$ cat config.mk
export PLATFORM = sky130hd
export DESIGN_NAME = svnu_ctrl
export DESIGN_NICKNAME = d
export VERILOG_FILES = /design/src/svnu_pkg.sv /design/src/svnu_ctrl.sv
export SDC_FILE = /design/constraint.sdc
export NUM_CORES = 1
export LEC_CHECK = 0
export BUFFER_PORTS_ARGS = -buffer_cell sky130_fd_sc_hd__clkbuf_2
export CELL_PAD_IN_SITES_DETAIL_PLACEMENT = 0
export CELL_PAD_IN_SITES_GLOBAL_PLACEMENT = 1
export CORE_UTILIZATION = 34
export DETAILED_ROUTE_END_ITERATION = 8
export PLACE_DENSITY = 0.91
export SLEW_MARGIN = 40
export SYNTH_ARGS = -nofsm -noshare
export SYNTH_HDL_FRONTEND = slang
export SYNTH_SLANG_ARGS = --single-unit
$ cat constraint.sdc
create_clock -name i_clk -period 3.7 [get_ports i_clk]
set_input_delay 0.185 -clock i_clk [delete_from_list [all_inputs] [get_ports i_clk]]
set_output_delay 0.185 -clock i_clk [all_outputs]
set_load 0.02 [all_outputs]
$ cat src/svnu_pkg.sv
// Shared types, constants and codes for the signed voter node update engine.
// Depends on nothing; every other file of the block imports it.
package svnu_pkg;

    localparam int NODES       = 1024;
    localparam int NODE_W      = 10;
    localparam int MAX_DEGREE  = 16;
    localparam int SLOT_W      = 4;
    localparam int DEG_W       = 5;
    localparam int QUEUE_DEPTH = 16;
    localparam int QPTR_W      = 4;
    localparam int QCNT_W      = 5;
    localparam int MAX_GROUP   = 8;
    localparam int GRP_W       = 4;
    localparam int WORD_W      = 64;
    localparam int WT_W        = 16;
    localparam int H_W         = 22;
    localparam int MOD_BITS    = 4;
    localparam int MOD_STEPS   = WORD_W / MOD_BITS;
    localparam int MCNT_W      = 4;
    localparam int USED_W      = 4;

    localparam logic [2:0] OP_WSPIN = 3'd0;
    localparam logic [2:0] OP_WDEG  = 3'd1;
    localparam logic [2:0] OP_WEDGE = 3'd2;
    localparam logic [2:0] OP_PUSH  = 3'd3;
    localparam logic [2:0] OP_ASYNC = 3'd4;
    localparam logic [2:0] OP_SYNC  = 3'd5;
    localparam logic [2:0] OP_SWAP  = 3'd6;
    localparam logic [2:0] OP_READ  = 3'd7;

    localparam logic [1:0] RULE_LINEAR = 2'd0;
    localparam logic [1:0] RULE_MAJ    = 2'd1;
    localparam logic [1:0] RULE_QV     = 2'd2;

    localparam logic [1:0] ST_OK    = 2'd0;
    localparam logic [1:0] ST_SHORT = 2'd1;
    localparam logic [1:0] ST_FULL  = 2'd2;

    localparam logic [1:0] REG_RULE  = 2'd0;
    localparam logic [1:0] REG_GROUP = 2'd1;
    localparam logic [1:0] REG_FLIP  = 2'd2;

    localparam logic [2:0] RES_KEEP  = 3'd0;
    localparam logic [2:0] RES_SIGMA = 3'd1;
    localparam logic [2:0] RES_FIRST = 3'd2;
    localparam logic [2:0] RES_ONE   = 3'd3;
    localparam logic [2:0] RES_ZERO  = 3'd4;
    localparam logic [2:0] RES_TIE   = 3'd5;
    localparam logic [2:0] RES_FLIP  = 3'd6;

    typedef struct packed {
        logic       capture;
        logic       clr_en;
        logic       simple;
        logic       rd_self;
        logic       take_self;
        logic       mod_start;
        logic       mod_step;
        logic       nt_rd;
        logic       sp_rd;
        logic       sg_take;
        logic       acc;
        logic       word_take;
        logic       k_inc;
        logic       finish;
        logic       abort;
        logic [2:0] res;
    } t_cmd;

    typedef struct packed {
        logic       clr_done;
        logic       deg_zero;
        logic       avail;
        logic       mod_done;
        logic       idx_last;
        logic       h_zero;
        logic       h_pos;
        logic       sg_diff;
        logic       k_last;
        logic       out_busy;
        logic [2:0] op;
        logic [1:0] rule;
    } t_sts;

endpackage

$ cat src/svnu_ctrl.sv
// Sequencing state machine of the signed voter node update engine.
// Depends on svnu_pkg; drives the datapath svnu_dp through t_cmd.
module svnu_ctrl (
    input  logic           i_clk,
    input  logic           i_rst_n,
    input  logic           i_valid,
    output logic           o_ready,
    input  svnu_pkg::t_sts i_sts,
    output svnu_pkg::t_cmd o_cmd
);
    import svnu_pkg::*;

    localparam logic [3:0] S_CLR  = 4'd0;
    localparam logic [3:0] S_IDLE = 4'd1;
    localparam logic [3:0] S_DISP = 4'd2;
    localparam logic [3:0] S_SELF = 4'd3;
    localparam logic [3:0] S_RULE = 4'd4;
    localparam logic [3:0] S_DRAW = 4'd5;
    localparam logic [3:0] S_MOD  = 4'd6;
    localparam logic [3:0] S_NT   = 4'd7;
    localparam logic [3:0] S_SP   = 4'd8;
    localparam logic [3:0] S_SG   = 4'd9;
    localparam logic [3:0] S_QCHK = 4'd10;
    localparam logic [3:0] S_HCHK = 4'd11;
    localparam logic [3:0] S_WORD = 4'd12;
    localparam logic [3:0] S_FIN  = 4'd13;

    logic [3:0] r_state, n_state;
    logic [2:0] r_res, n_res;
    logic       r_abort, n_abort;

    assign o_ready = (r_state == S_IDLE);

    always_comb begin
        n_state     = r_state;
        n_res       = r_res;
        n_abort     = r_abort;
        o_cmd       = '0;
        o_cmd.res   = r_res;
        o_cmd.abort = r_abort;
        case (r_state)
            S_CLR: begin
                o_cmd.clr_en = 1'b1;
                if (i_sts.clr_done) n_state = S_IDLE;
            end
            S_IDLE: begin
                if (i_valid) begin
                    o_cmd.capture = 1'b1;
                    n_abort       = 1'b0;
                    n_res         = RES_KEEP;
                    n_state       = S_DISP;
                end
            end
            S_DISP: begin
                if (i_sts.op inside {OP_ASYNC, OP_SYNC, OP_READ}) begin
                    o_cmd.rd_self = 1'b1;
                    n_state       = S_SELF;
                end else begin
                    o_cmd.simple = 1'b1;
                    n_state      = S_FIN;
                end
            end
            S_SELF: begin
                o_cmd.take_self = 1'b1;
                n_state = (i_sts.op == OP_READ) ? S_FIN : S_RULE;
            end
            S_RULE: begin
                if (i_sts.deg_zero) begin
                    n_state = S_FIN;
                end else begin
                    case (i_sts.rule)
                        RULE_LINEAR: n_state = S_DRAW;
                        RULE_QV:     n_state = S_DRAW;
                        RULE_MAJ:    n_state = S_NT;
                        default:     n_state = S_FIN;
                    endcase
                end
            end
            S_DRAW: begin
                if (!i_sts.avail) begin
                    n_abort = 1'b1;
                    n_state = S_FIN;
                end else begin
                    o_cmd.mod_start = 1'b1;
                    n_state         = S_MOD;
                end
            end
            S_MOD: begin
                o_cmd.mod_step = 1'b1;
                if (i_sts.mod_done) n_state = S_NT;
            end
            S_NT: begin
                o_cmd.nt_rd = 1'b1;
                n_state     = S_SP;
            end
            S_SP: begin
                o_cmd.sp_rd = 1'b1;
                n_state     = S_SG;
            end
            S_SG: begin
                case (i_sts.rule)
                    RULE_MAJ: begin
                        o_cmd.acc = 1'b1;
                        n_state   = i_sts.idx_last ? S_HCHK : S_NT;
                    end
                    RULE_LINEAR: begin
                        o_cmd.sg_take = 1'b1;
                        n_res         = RES_SIGMA;
                        n_state       = S_FIN;
                    end
                    default: begin
                        o_cmd.sg_take = 1'b1;
                        n_state       = S_QCHK;
                    end
                endcase
            end
            S_QCHK: begin
                if (i_sts.sg_diff) begin
                    n_res   = RES_FLIP;
                    n_state = S_WORD;
                end else if (i_sts.k_last) begin
                    n_res   = RES_FIRST;
                    n_state = S_FIN;
                end else begin
                    o_cmd.k_inc = 1'b1;
                    n_state     = S_DRAW;
                end
            end
            S_HCHK: begin
                if (i_sts.h_pos) begin
                    n_res   = RES_ONE;
                    n_state = S_FIN;
                end else if (i_sts.h_zero) begin
                    n_res   = RES_TIE;
                    n_state = S_WORD;
                end else begin
                    n_res   = RES_ZERO;
                    n_state = S_FIN;
                end
            end
            S_WORD: begin
                if (!i_sts.avail) begin
                    n_abort = 1'b1;
                end else begin
                    o_cmd.word_take = 1'b1;
                end
                n_state = S_FIN;
            end
            S_FIN: begin
                if (!i_sts.out_busy) begin
                    o_cmd.finish = 1'b1;
                    n_state      = S_IDLE;
                end
            end
            default: n_state = S_IDLE;
        endcase
    end

    always_ff @(posedge i_clk) begin
        if (!i_rst_n) begin
            r_state <= S_CLR;
            r_res   <= RES_KEEP;
            r_abort <= 1'b0;
        end else begin
            r_state <= n_state;
            r_res   <= n_res;
            r_abort <= n_abort;
        end
    end

endmodule

==> results.sh, run 1 <==
export IMPL_pwr_share_comb_pct=50.5
export IMPL_final_area_um2=1070
export IMPL_postRouteAntennaNets=0
export IMPL_fillCellCount=263
export IMPL_power_leakage_nw=0.448
export IMPL_dieArea_um2=2790
export IMPL_synth_distinct_cells=51
export IMPL_fin_worst_skew_ns=0.00266
export IMPL_totalWireLength_mm=2.70
export IMPL_worst_pin_slew_ns=0.757
export IMPL_core_um2=2450
export IMPL_peakVddDrop_mv=0.229
export IMPL_path_clk_slew_ns=0.06
export IMPL_synthesis_instances=125
export IMPL_path_class="reg -> reg"
export IMPL_antenna_found_initial=0
export IMPL_finalHoldViolCount=0
export IMPL_synth_edf_count=0
export IMPL_post_drt_wl_per_cell_um=14.6
export IMPL_arrival_ns=2.24
export IMPL_nets=175
export IMPL_finalSetupViolCount=0
export IMPL_syn_area_um2=880
export IMPL_cts_root_buf="clkbuf_4"
export IMPL_swShare_pct=48.6
export IMPL_postCtsHoldBufs=0
export IMPL_finalSetupTns_ns=0
export IMPL_max_clock_freq_mhz=478
export IMPL_synth_area_top_cells="dfxtp_1 (18%), nor2_1 (6.4%), buf_2 (4.0%), nor3_1 (4.0%), nor2b_1 (3.6%)"
export IMPL_start_util_pct=35.8
export IMPL_setup_ws_ns=1.61
export IMPL_dpl_cell_area_um2=1040
export IMPL_pwr_share_seq_pct=33.3
export IMPL_run_status="complete, no violations"
export IMPL_required_ns=3.85
export IMPL_tritoncts="built"
export IMPL_ioPinCount=37
export IMPL_port_buffers=36
export IMPL_drive_gt1_share_pct=31.0
export IMPL_clock_sinks=8
export IMPL_antenna_cells=0
export IMPL_p_int_mw=0.219
export IMPL_gp_congestion=0.955
export IMPL_clk_latency_ns=0.26
export IMPL_grt_pass1_vias=931
export IMPL_synth_top_cell_area_share_pct=18.2
export IMPL_grtUsageTotal_pct=20.5
export IMPL_num_rows=18
export IMPL_yosys_register_bits=8
export IMPL_areaGrowthSynthToFinish_pct=21.2
export IMPL_synth_avg_cell_area_um2=7.04
export IMPL_final_cell_mix="clkbuf_2 (36), nor2_1 (15), dfxtp_1 (8)"
export IMPL_yosysWarnings=0
export IMPL_ys_flop_type="dfxtp_1"
export IMPL_yosysTopAreaCell="dfxtp_1"
export IMPL_start_kind="flop"
export IMPL_end_kind="flop"
export IMPL_drt_vias_per_instance=5.78
export IMPL_synth_nets=143
export IMPL_cts_buffers_inserted=3
export IMPL_min_period_ns=2.09
export IMPL_vias=1070
export IMPL_rsz0062_at_grt="no"
export IMPL_firstDrtPassIters=4
export IMPL_pre_cts_ws_ns=1.69
export IMPL_hpwl_mm=1.99
export IMPL_netSwitchingPower_mw=0.207
export IMPL_ctsResizeCount=0
export IMPL_ys_seq_area_share_pct=18.2
export IMPL_htreeDepth=1
export IMPL_drt_initial_drc_count=56
export IMPL_postCtsSetupBuffers=0
export IMPL_maxCapViolations=0
export IMPL_grt_first_pass_wirelength_mm=4.24
export IMPL_die_h_um=52.9
export IMPL_final_common_cell="clkbuf_2"
export IMPL_grt_overflow=0
export IMPL_clock_tree_buffer_depth=2
export IMPL_post_route_period_util_pct=56.6
export IMPL_synth_async_reset_ratio_pct=0
export IMPL_path_max_fanout=23
export IMPL_power_density_nw_per_um2=400
export IMPL_p_clk_share_pct=16.2
export IMPL_drc_errors=0
export IMPL_die_w_um=52.9
export IMPL_relSlewSlack_pct=49.4
export IMPL_hp_class="in -> reg"
export IMPL_report_final_slew_viol_count=0
export IMPL_grt_max_degree=26
## stage by stage
stage          hold slack (ns)  power, mW  cells  utilization [%]
2_1_floorplan            0.307      0.300    125                -
3_3_place_gp             0.503      0.352    182             42.5
3_5_place_dp             0.514      0.354    182             42.5
4_1_cts                  0.257      0.427    185             43.4
5_1_grt                  0.271      0.456    185             43.4
6_report                 0.278      0.426    185             43.4
## layout make-up
cell class	instances	area (µm²)	share of cell area (%)
inverter	8	30.0	2.82
sequential	8	160	15.0
tap	30	37.5	3.52
multi-input combinational	100	636	59.6
clock buffer	3	22.5	2.11
timing repair buffer	36	180	16.9
## cells in the mapped netlist (2+ instances only)
| master | number |
|---|---|
| inv_2 | 2 |
| o211ai_1 | 2 |
| and3_1 | 2 |
| a21oi_1 | 6 |
| o22ai_1 | 2 |
| nor2_1 | 15 |
| nand4_1 | 3 |
| mux2i_1 | 2 |
| nand2_1 | 7 |
| or2_1 | 3 |
| nor2b_1 | 5 |
| nand3_1 | 5 |
| nand2b_1 | 4 |
| nand3b_1 | 3 |
| o21ai_0 | 2 |
| or3_1 | 3 |
| buf_2 | 7 |
| nor3_1 | 7 |
| dfxtp_1 | 8 |
| inv_1 | 6 |
## routing by layer
metal	vias up	share of wire [%]	track usage (%)
met2	49	48	30.6
met3	8	8.5	5.46
met4	0	2.0	8.33
li1	520	-	-
met1	493	41	27.4
met5	-	0	0
## sequential cells by signal, indices dropped and copies added (netlist names)
signal,count
r_state,4
r_res,3
r_abort,1
## critical path: stages, from the launching register on
cell	delay, ns
dfxtp_1	0.79
nand2b_2	0.22
or3_1	0.38
a21oi_2	0.20
a311oi_1	0.09
a32o_1	0.30
## final timing paths
kind | from | to | slack (ns) | cells after the start
hold / removal | i_rst_n | r_state[3] | 0.28 | 2
setup reg to reg | r_state[1] | r_state[1] | 1.61 | 5
hold reg to reg | r_abort | r_abort | 0.52 | 2
setup / recovery | r_state[1] | r_state[1] | 1.61 | 5
## power by group through the flow
stage	clock network (mW)	logic (mW)	registers, mW
3_3_place_gp	0	0.213	0.140
2_1_floorplan	0	0.197	0.103
6_report	0.0691	0.215	0.142
5_1_grt	0.0747	0.237	0.145
3_5_place_dp	0	0.213	0.141
4_1_cts	0.0729	0.214	0.140
## logic make-up (layout without fill, tap and decap cells)
family | after synthesis | count (layout) | share of synthesized area, %
buffers and inverters | 17 | 47 | 9.53
XOR/XNOR | 1 | 1 | 0.996
multiplexers | 2 | 2 | 2.28
AO/OA/AOI/OAI | 31 | 31 | 26.3
flip-flops | 8 | 8 | 18.2
AND/OR/NAND/NOR | 66 | 66 | 42.7
No activity file was read; power rests on OpenSTA's default activity.
==> inputs of run 2 (changes only) <==
--- a/config.mk
+++ b/config.mk
@@ -8,9 +8,9 @@
 export BUFFER_PORTS_ARGS = -buffer_cell sky130_fd_sc_hd__clkbuf_2
 export CELL_PAD_IN_SITES_DETAIL_PLACEMENT = 0
 export CELL_PAD_IN_SITES_GLOBAL_PLACEMENT = 1
-export CORE_UTILIZATION = 34
+export CORE_UTILIZATION = 29
 export DETAILED_ROUTE_END_ITERATION = 8
-export PLACE_DENSITY = 0.91
+export PLACE_DENSITY = 0.83
 export SLEW_MARGIN = 40
 export SYNTH_ARGS = -nofsm -noshare
 export SYNTH_HDL_FRONTEND = slang
==> constraint.sdc (replaced) <==
create_clock -name i_clk -period 1.8 [get_ports i_clk]
set_input_delay 0.09 -clock i_clk [delete_from_list [all_inputs] [get_ports i_clk]]
set_output_delay 0.09 -clock i_clk [all_outputs]
set_load 0.02 [all_outputs]
==> run 2 against run 1 <==
- global-route usage fell by 1.3 points
- wire length grew 9.9%
- the flow now finishes with violations (DRC)
- worst setup slack got worse by 1.5 ns
- cell count is 8.6% higher
- largest cell class unchanged
- via count increased by 3.8%
- critical endpoint is now r_state[0]
- critical path depth did not move
- sequential power rose by 79%
- flip-flop and latch count did not move
- first-iteration DRC count is 25% lower
- register-to-register slack got worse by 1.5 ns
- count of clock-buffer cells in the layout did not move
- total power increased by 130%
==> results.sh, run 2 (synthesized netlist as in run 1, its figures left out) <==
export IMPL_nets=190
export IMPL_drc_errors=6
export IMPL_relSlewSlack_pct=72.3
export IMPL_htreeDepth=1
export IMPL_cts_buffers_inserted=3
export IMPL_top_regs="r_state: 4 flops, r_res: 3 flops, r_abort: 1 flops"
export IMPL_highest_layer="met4"
export IMPL_final_common_cell="clkbuf_2"
export IMPL_grt_pass1_vias=1087
export IMPL_grtUsageTotal_pct=19.2
export IMPL_multi_input_area_um2=636
export IMPL_cts_root_buf="clkbuf_4"
export IMPL_hp_class="in -> reg"
export IMPL_largest_register="r_state"
export IMPL_die_h_um=57.1
export IMPL_power_density_nw_per_um2=828
export IMPL_report_final_slew_viol_count=0
export IMPL_power_leakage_nw=0.524
export IMPL_post_route_util_pct=42.1
export IMPL_antenna_found_initial=0
export IMPL_antenna_cells=0
export IMPL_tritoncts="built"
export IMPL_maxCapViolations=0
export IMPL_min_period_ns=1.72
export IMPL_clk_latency_ns=0.25
export IMPL_pwr_share_comb_pct=59.7
export IMPL_path_class="reg -> reg"
export IMPL_finalSetupViolCount=0
export IMPL_gp_congestion=0.900
export IMPL_rsz0062_at_grt="no"
export IMPL_swShare_pct=45.9
export IMPL_ioPinCount=37
export IMPL_arrival_ns=1.88
export IMPL_fillCellCount=313
export IMPL_core_um2=2810
export IMPL_peakVddDrop_mv=0.502
export IMPL_start_kind="flop"
export IMPL_postCtsHoldBufs=0
export IMPL_dieArea_um2=3260
export IMPL_finalSetupTns_ns=0
export IMPL_postRouteAntennaNets=0
export IMPL_violations="DRC"
export IMPL_drt_initial_drc_count=42
export IMPL_grt_max_degree=20
export IMPL_finalHoldViolCount=0
export IMPL_port_buffers=36
export IMPL_post_drt_wl_per_cell_um=14.8
export IMPL_pwr_share_seq_pct=25.9
export IMPL_grt_overflow=0
export IMPL_required_ns=1.96
export IMPL_netSwitchingPower_mw=0.450
export IMPL_largest_register_ff_count=4
export IMPL_path_clk_slew_ns=0.06
export IMPL_hpwl_mm=2.36
export IMPL_clock_sinks=8
export IMPL_drive_gt1_share_pct=38.2
export IMPL_final_cell_mix="clkbuf_2 (36), nor2_1 (15), buf_4 (15)"
export IMPL_firstDrtPassIters=7
export IMPL_run_status="complete, but fails checks"
export IMPL_worst_pin_slew_ns=0.410
export IMPL_final_seq_area_um2=163
export IMPL_met2WireLength_mm=1.45
export IMPL_areaGrowthSynthToFinish_pct=34.4
export IMPL_end_kind="flop"
export IMPL_clock_tree_buffer_depth=2
export IMPL_max_clock_freq_mhz=583
export IMPL_post_route_period_util_pct=95.4
export IMPL_fin_worst_skew_ns=0.000592
export IMPL_vias=1111
export IMPL_p_clk_share_pct=14.3
export IMPL_total_power_mw=0.979
export IMPL_start_util_pct=31.4
export IMPL_path_max_fanout=5
export IMPL_num_rows=19
export IMPL_met3_length_um=222
export IMPL_p_int_mw=0.530
export IMPL_wirelength_met1_mm=1.28
export IMPL_postCtsSetupBuffers=0
export IMPL_drt_vias_per_instance=5.53
export IMPL_grt_first_pass_wirelength_mm=4.95
export IMPL_totalWireLength_mm=2.97
export IMPL_die_w_um=57.1
==> run 2: cell types whose count changed in the layout (fill, tap and decap cells not counted), sizes merged <==
cell,before,now
buf,0,15
==> run 2: critical path, stage by stage, from the launching register on <==
cell,delay [ns]
dfxtp_1,0.41
nor2b_2,0.31
a41oi_1,0.14
or2_1,0.25
a31o_1,0.23
a221oi_2,0.28
==> run 2: worst paths after layout <==
check / startpoint / endpoint / slack, ns / cells past startpoint
max: r_state[1] / r_state[0] / 0.08 / 5
min: i_rst_n / r_state[3] / 0.15 / 2
max reg2reg: r_state[1] / r_state[0] / 0.08 / 5
min reg2reg: r_res[0] / r_res[0] / 0.52 / 2
==> run 2: timing repair <==
item / in CTS / in global routing
pin swaps: 0 / 0
endpoints found under the setup margin: 3 / 2
gates resized for setup: 1 / 1
hold endpoints to repair: 0 / 0
==> run 2: layout make-up <==
class / instances / area share [%]
clock buffers: 3 / 1.90
inverters: 8 / 2.54
multi-input cells: 100 / 53.8
flip-flops and latches: 8 / 13.8
well taps: 31 / 3.28
repair buffers: 51 / 24.8
==> run 2: metal layers <==
layer  global-route usage [%]  up-vias
met4                     3.14        0
met5                        0        -
met2                     33.8       45
met1                     23.4      510
met3                     5.90        2
li1                         -      554
==> run 2: per-stage QoR <==
stage                     worst slack (ns)  std cells  cell area (µm²)  hold slack (ns)
after detailed placement            0.0916        198             1160            0.423
final                               0.0835        201             1180            0.154
after floorplan                     0.0848        125              880            0.212
after global placement               0.107        198             1160            0.407
after CTS                           0.0642        201             1180            0.154
after global routing               0.00197        201             1180            0.182
==> run 2: power by group through the flow <==
stage               clock [mW]  combinational (mW)  sequential (mW)
floorplan                    0               0.405            0.212
finish                   0.141               0.585            0.254
detailed placement           0               0.579            0.254
global placement             0               0.572            0.251
global route             0.151               0.634            0.260
CTS                      0.146               0.583            0.251
==> inputs of run 3 (changes only) <==
--- a/config.mk
+++ b/config.mk
@@ -10,8 +10,9 @@
 export CELL_PAD_IN_SITES_GLOBAL_PLACEMENT = 1
 export CORE_UTILIZATION = 29
 export DETAILED_ROUTE_END_ITERATION = 8
-export PLACE_DENSITY = 0.83
+export PLACE_DENSITY_LB_ADDON = 0.1
 export SLEW_MARGIN = 40
 export SYNTH_ARGS = -nofsm -noshare
 export SYNTH_HDL_FRONTEND = slang
 export SYNTH_SLANG_ARGS = --single-unit
+export TNS_END_PERCENT = 20
==> run 3 against run 2 <==
- the run still ends with DRC left
- sequential power is 16% lower
- final area is 1.3% higher
- critical path depth unchanged
- first-iteration DRC count increased by 45%
- worst setup slack better by 0.037 ns
- count of clock-buffer cells in the layout unchanged
- sequential share of layout area fell by 0.38 points
- largest cell class unchanged
- combinational power up 12%
==> results.sh, run 3 (synthesized netlist as in run 1, its figures left out) <==
export IMPL_htreeDepth=1
export IMPL_finalHoldViolCount=0
export IMPL_grt_overflow=0
export IMPL_setup_ws_ns=0.121
export IMPL_power_leakage_nw=0.532
export IMPL_die_h_um=57.1
export IMPL_grt_max_degree=16
export IMPL_grtUsageTotal_pct=19.7
export IMPL_worst_pin_slew_ns=0.521
export IMPL_grt_first_pass_wirelength_mm=4.98
export IMPL_drt_initial_drc_count=61
export IMPL_cp_cell_sequence="buf_4 -> or2_1 -> buf_4 -> nor3b_1 -> clkbuf_2"
export IMPL_clk_latency_ns=0.27
export IMPL_post_route_period_util_pct=93.3
export IMPL_top_regs="r_state: 4 flops, r_res: 3 flops, r_abort: 1 flops"
export IMPL_totalWireLength_mm=3.08
export IMPL_clock_tree_buffer_depth=2
export IMPL_dieArea_um2=3260
export IMPL_cp_common_cell="buf_4"
export IMPL_num_rows=19
export IMPL_nets=191
export IMPL_run_status="complete, but fails checks"
export IMPL_min_period_ns=1.68
export IMPL_areaGrowthSynthToFinish_pct=36.1
export IMPL_path_max_fanout=10
export IMPL_core_um2=2810
export IMPL_cts_root_buf="clkbuf_4"
export IMPL_p_clk_share_pct=15.2
export IMPL_vias=1143
export IMPL_port_buffers=36
export IMPL_final_cell_mix="clkbuf_2 (36), buf_4 (16), nor2_1 (15)"
export IMPL_crit_buf_inv=3
export IMPL_start_kind="flop"
export IMPL_drc_errors=4
export IMPL_rsz0062_at_grt="no"
export IMPL_largest_register_ff_count=4
export IMPL_violations="DRC"
export IMPL_ioPinCount=37
export IMPL_report_final_slew_viol_count=0
export IMPL_swShare_pct=47.0
export IMPL_die_w_um=57.1
export IMPL_path_class="reg -> out"
export IMPL_fin_worst_skew_ns=0.0105
export IMPL_largest_register="r_state"
export IMPL_drt_vias_per_instance=5.66
export IMPL_peakVddDrop_mv=0.499
export IMPL_postCtsHoldBufs=0
export IMPL_grt_pass1_vias=1034
export IMPL_clock_sinks=8
export IMPL_hp_class="in -> reg"
export IMPL_arrival_ns=1.59
export IMPL_postCtsSetupBuffers=0
export IMPL_antenna_found_initial=0
export IMPL_path_clk_slew_ns=0.06
export IMPL_gp_congestion=0.797
export IMPL_required_ns=1.71
export IMPL_total_power_mw=1.02
export IMPL_cts_buffers_inserted=3
export IMPL_firstDrtPassIters=6
export IMPL_cp_slowest_cell="dfxtp_1"
export IMPL_reg2reg_setup_slack_ns=0.16
export IMPL_pre_cts_ws_ns=0.211
export IMPL_start_util_pct=31.4
export IMPL_postRouteAntennaNets=0
export IMPL_crit_family="buffers and inverters"
export IMPL_maxCapViolations=0
export IMPL_tritoncts="built"
export IMPL_finalSetupViolCount=0
export IMPL_relSlewSlack_pct=64.8
export IMPL_hpwl_mm=2.43
export IMPL_pwr_share_comb_pct=64.0
export IMPL_end_kind="primary output"
export IMPL_drive_gt1_share_pct=38.6
export IMPL_fillCellCount=315
export IMPL_max_clock_freq_mhz=595
export IMPL_final_common_cell="clkbuf_2"
export IMPL_pwr_share_seq_pct=20.8
export IMPL_power_density_nw_per_um2=854
export IMPL_finalSetupTns_ns=0
export IMPL_netSwitchingPower_mw=0.481
export IMPL_post_drt_wl_per_cell_um=15.2
export IMPL_p_int_mw=0.542
export IMPL_cpPeakStageDelay_ns=0.33
export IMPL_antenna_cells=0
run 3: cell types whose count changed in the layout (fill, tap and decap cells not counted), sizes merged:
cell	previous run	this run
buf	15	16
run 3: final cells by class:
cell class                      count  area (µm²)  area share (%)
Sequential cell                     8         160            13.4
Multi-Input combinational cell    100         646            53.9
Timing Repair Buffer               52         300            25.1
Clock buffer                        3        22.5            1.88
Tap cell                           31        38.8            3.24
Inverter                            8        30.0            2.51
run 3: final timing paths:
path                            cells past startpoint        from         end
worst max register to register                      5  r_state[2]  r_state[0]
worst min-delay path                                2     i_rst_n  r_state[3]
worst min register to register                      2     r_abort     r_abort
worst max-delay path                                5  r_state[0]   o_cmd[15]
run 3: through the flow:
step | utilization (%) | cell area [µm²] | instances | hold WS, ns
after CTS | 42.3 | 1190 | 202 | 0.172
after floorplan | - | 880 | 125 | 0.212
after global placement | 41.5 | 1160 | 199 | 0.447
final | 42.7 | 1200 | 202 | 0.154
after global routing | 42.7 | 1200 | 202 | 0.192
after detailed placement | 41.5 | 1160 | 199 | 0.437
run 3: worst register-to-register path: stages (launching register included):
cell	delay, ns
dfxtp_1	0.51
nor3b_2	0.26
a41oi_1	0.06
or2_1	0.24
a31o_1	0.22
a221oi_2	0.26
run 3: what timing repair did:
| action | 4_1_cts | 5_1_grt |
|---|---|---|
| gates resized for setup | 0 | 2 |
| endpoints found under the setup margin | 0 | 2 |
| hold endpoints to repair | 0 | 0 |
run 3: per-layer routing:
layer	global-route usage, %	routed length [µm]
met1	26.3	1490
met2	32.3	1400
met3	4.99	175
met4	4.18	14
met5	0	0
run 3: power by group through the flow:
| stage | combinational [mW] | sequential [mW] | clock [mW] |
|---|---|---|---|
| 2_1_floorplan | 0.405 | 0.212 | 0 |
| 3_3_place_gp | 0.645 | 0.217 | 0 |
| 3_5_place_dp | 0.640 | 0.216 | 0 |
| 4_1_cts | 0.644 | 0.212 | 0.157 |
| 5_1_grt | 0.711 | 0.215 | 0.166 |
| 6_report | 0.655 | 0.213 | 0.155 |
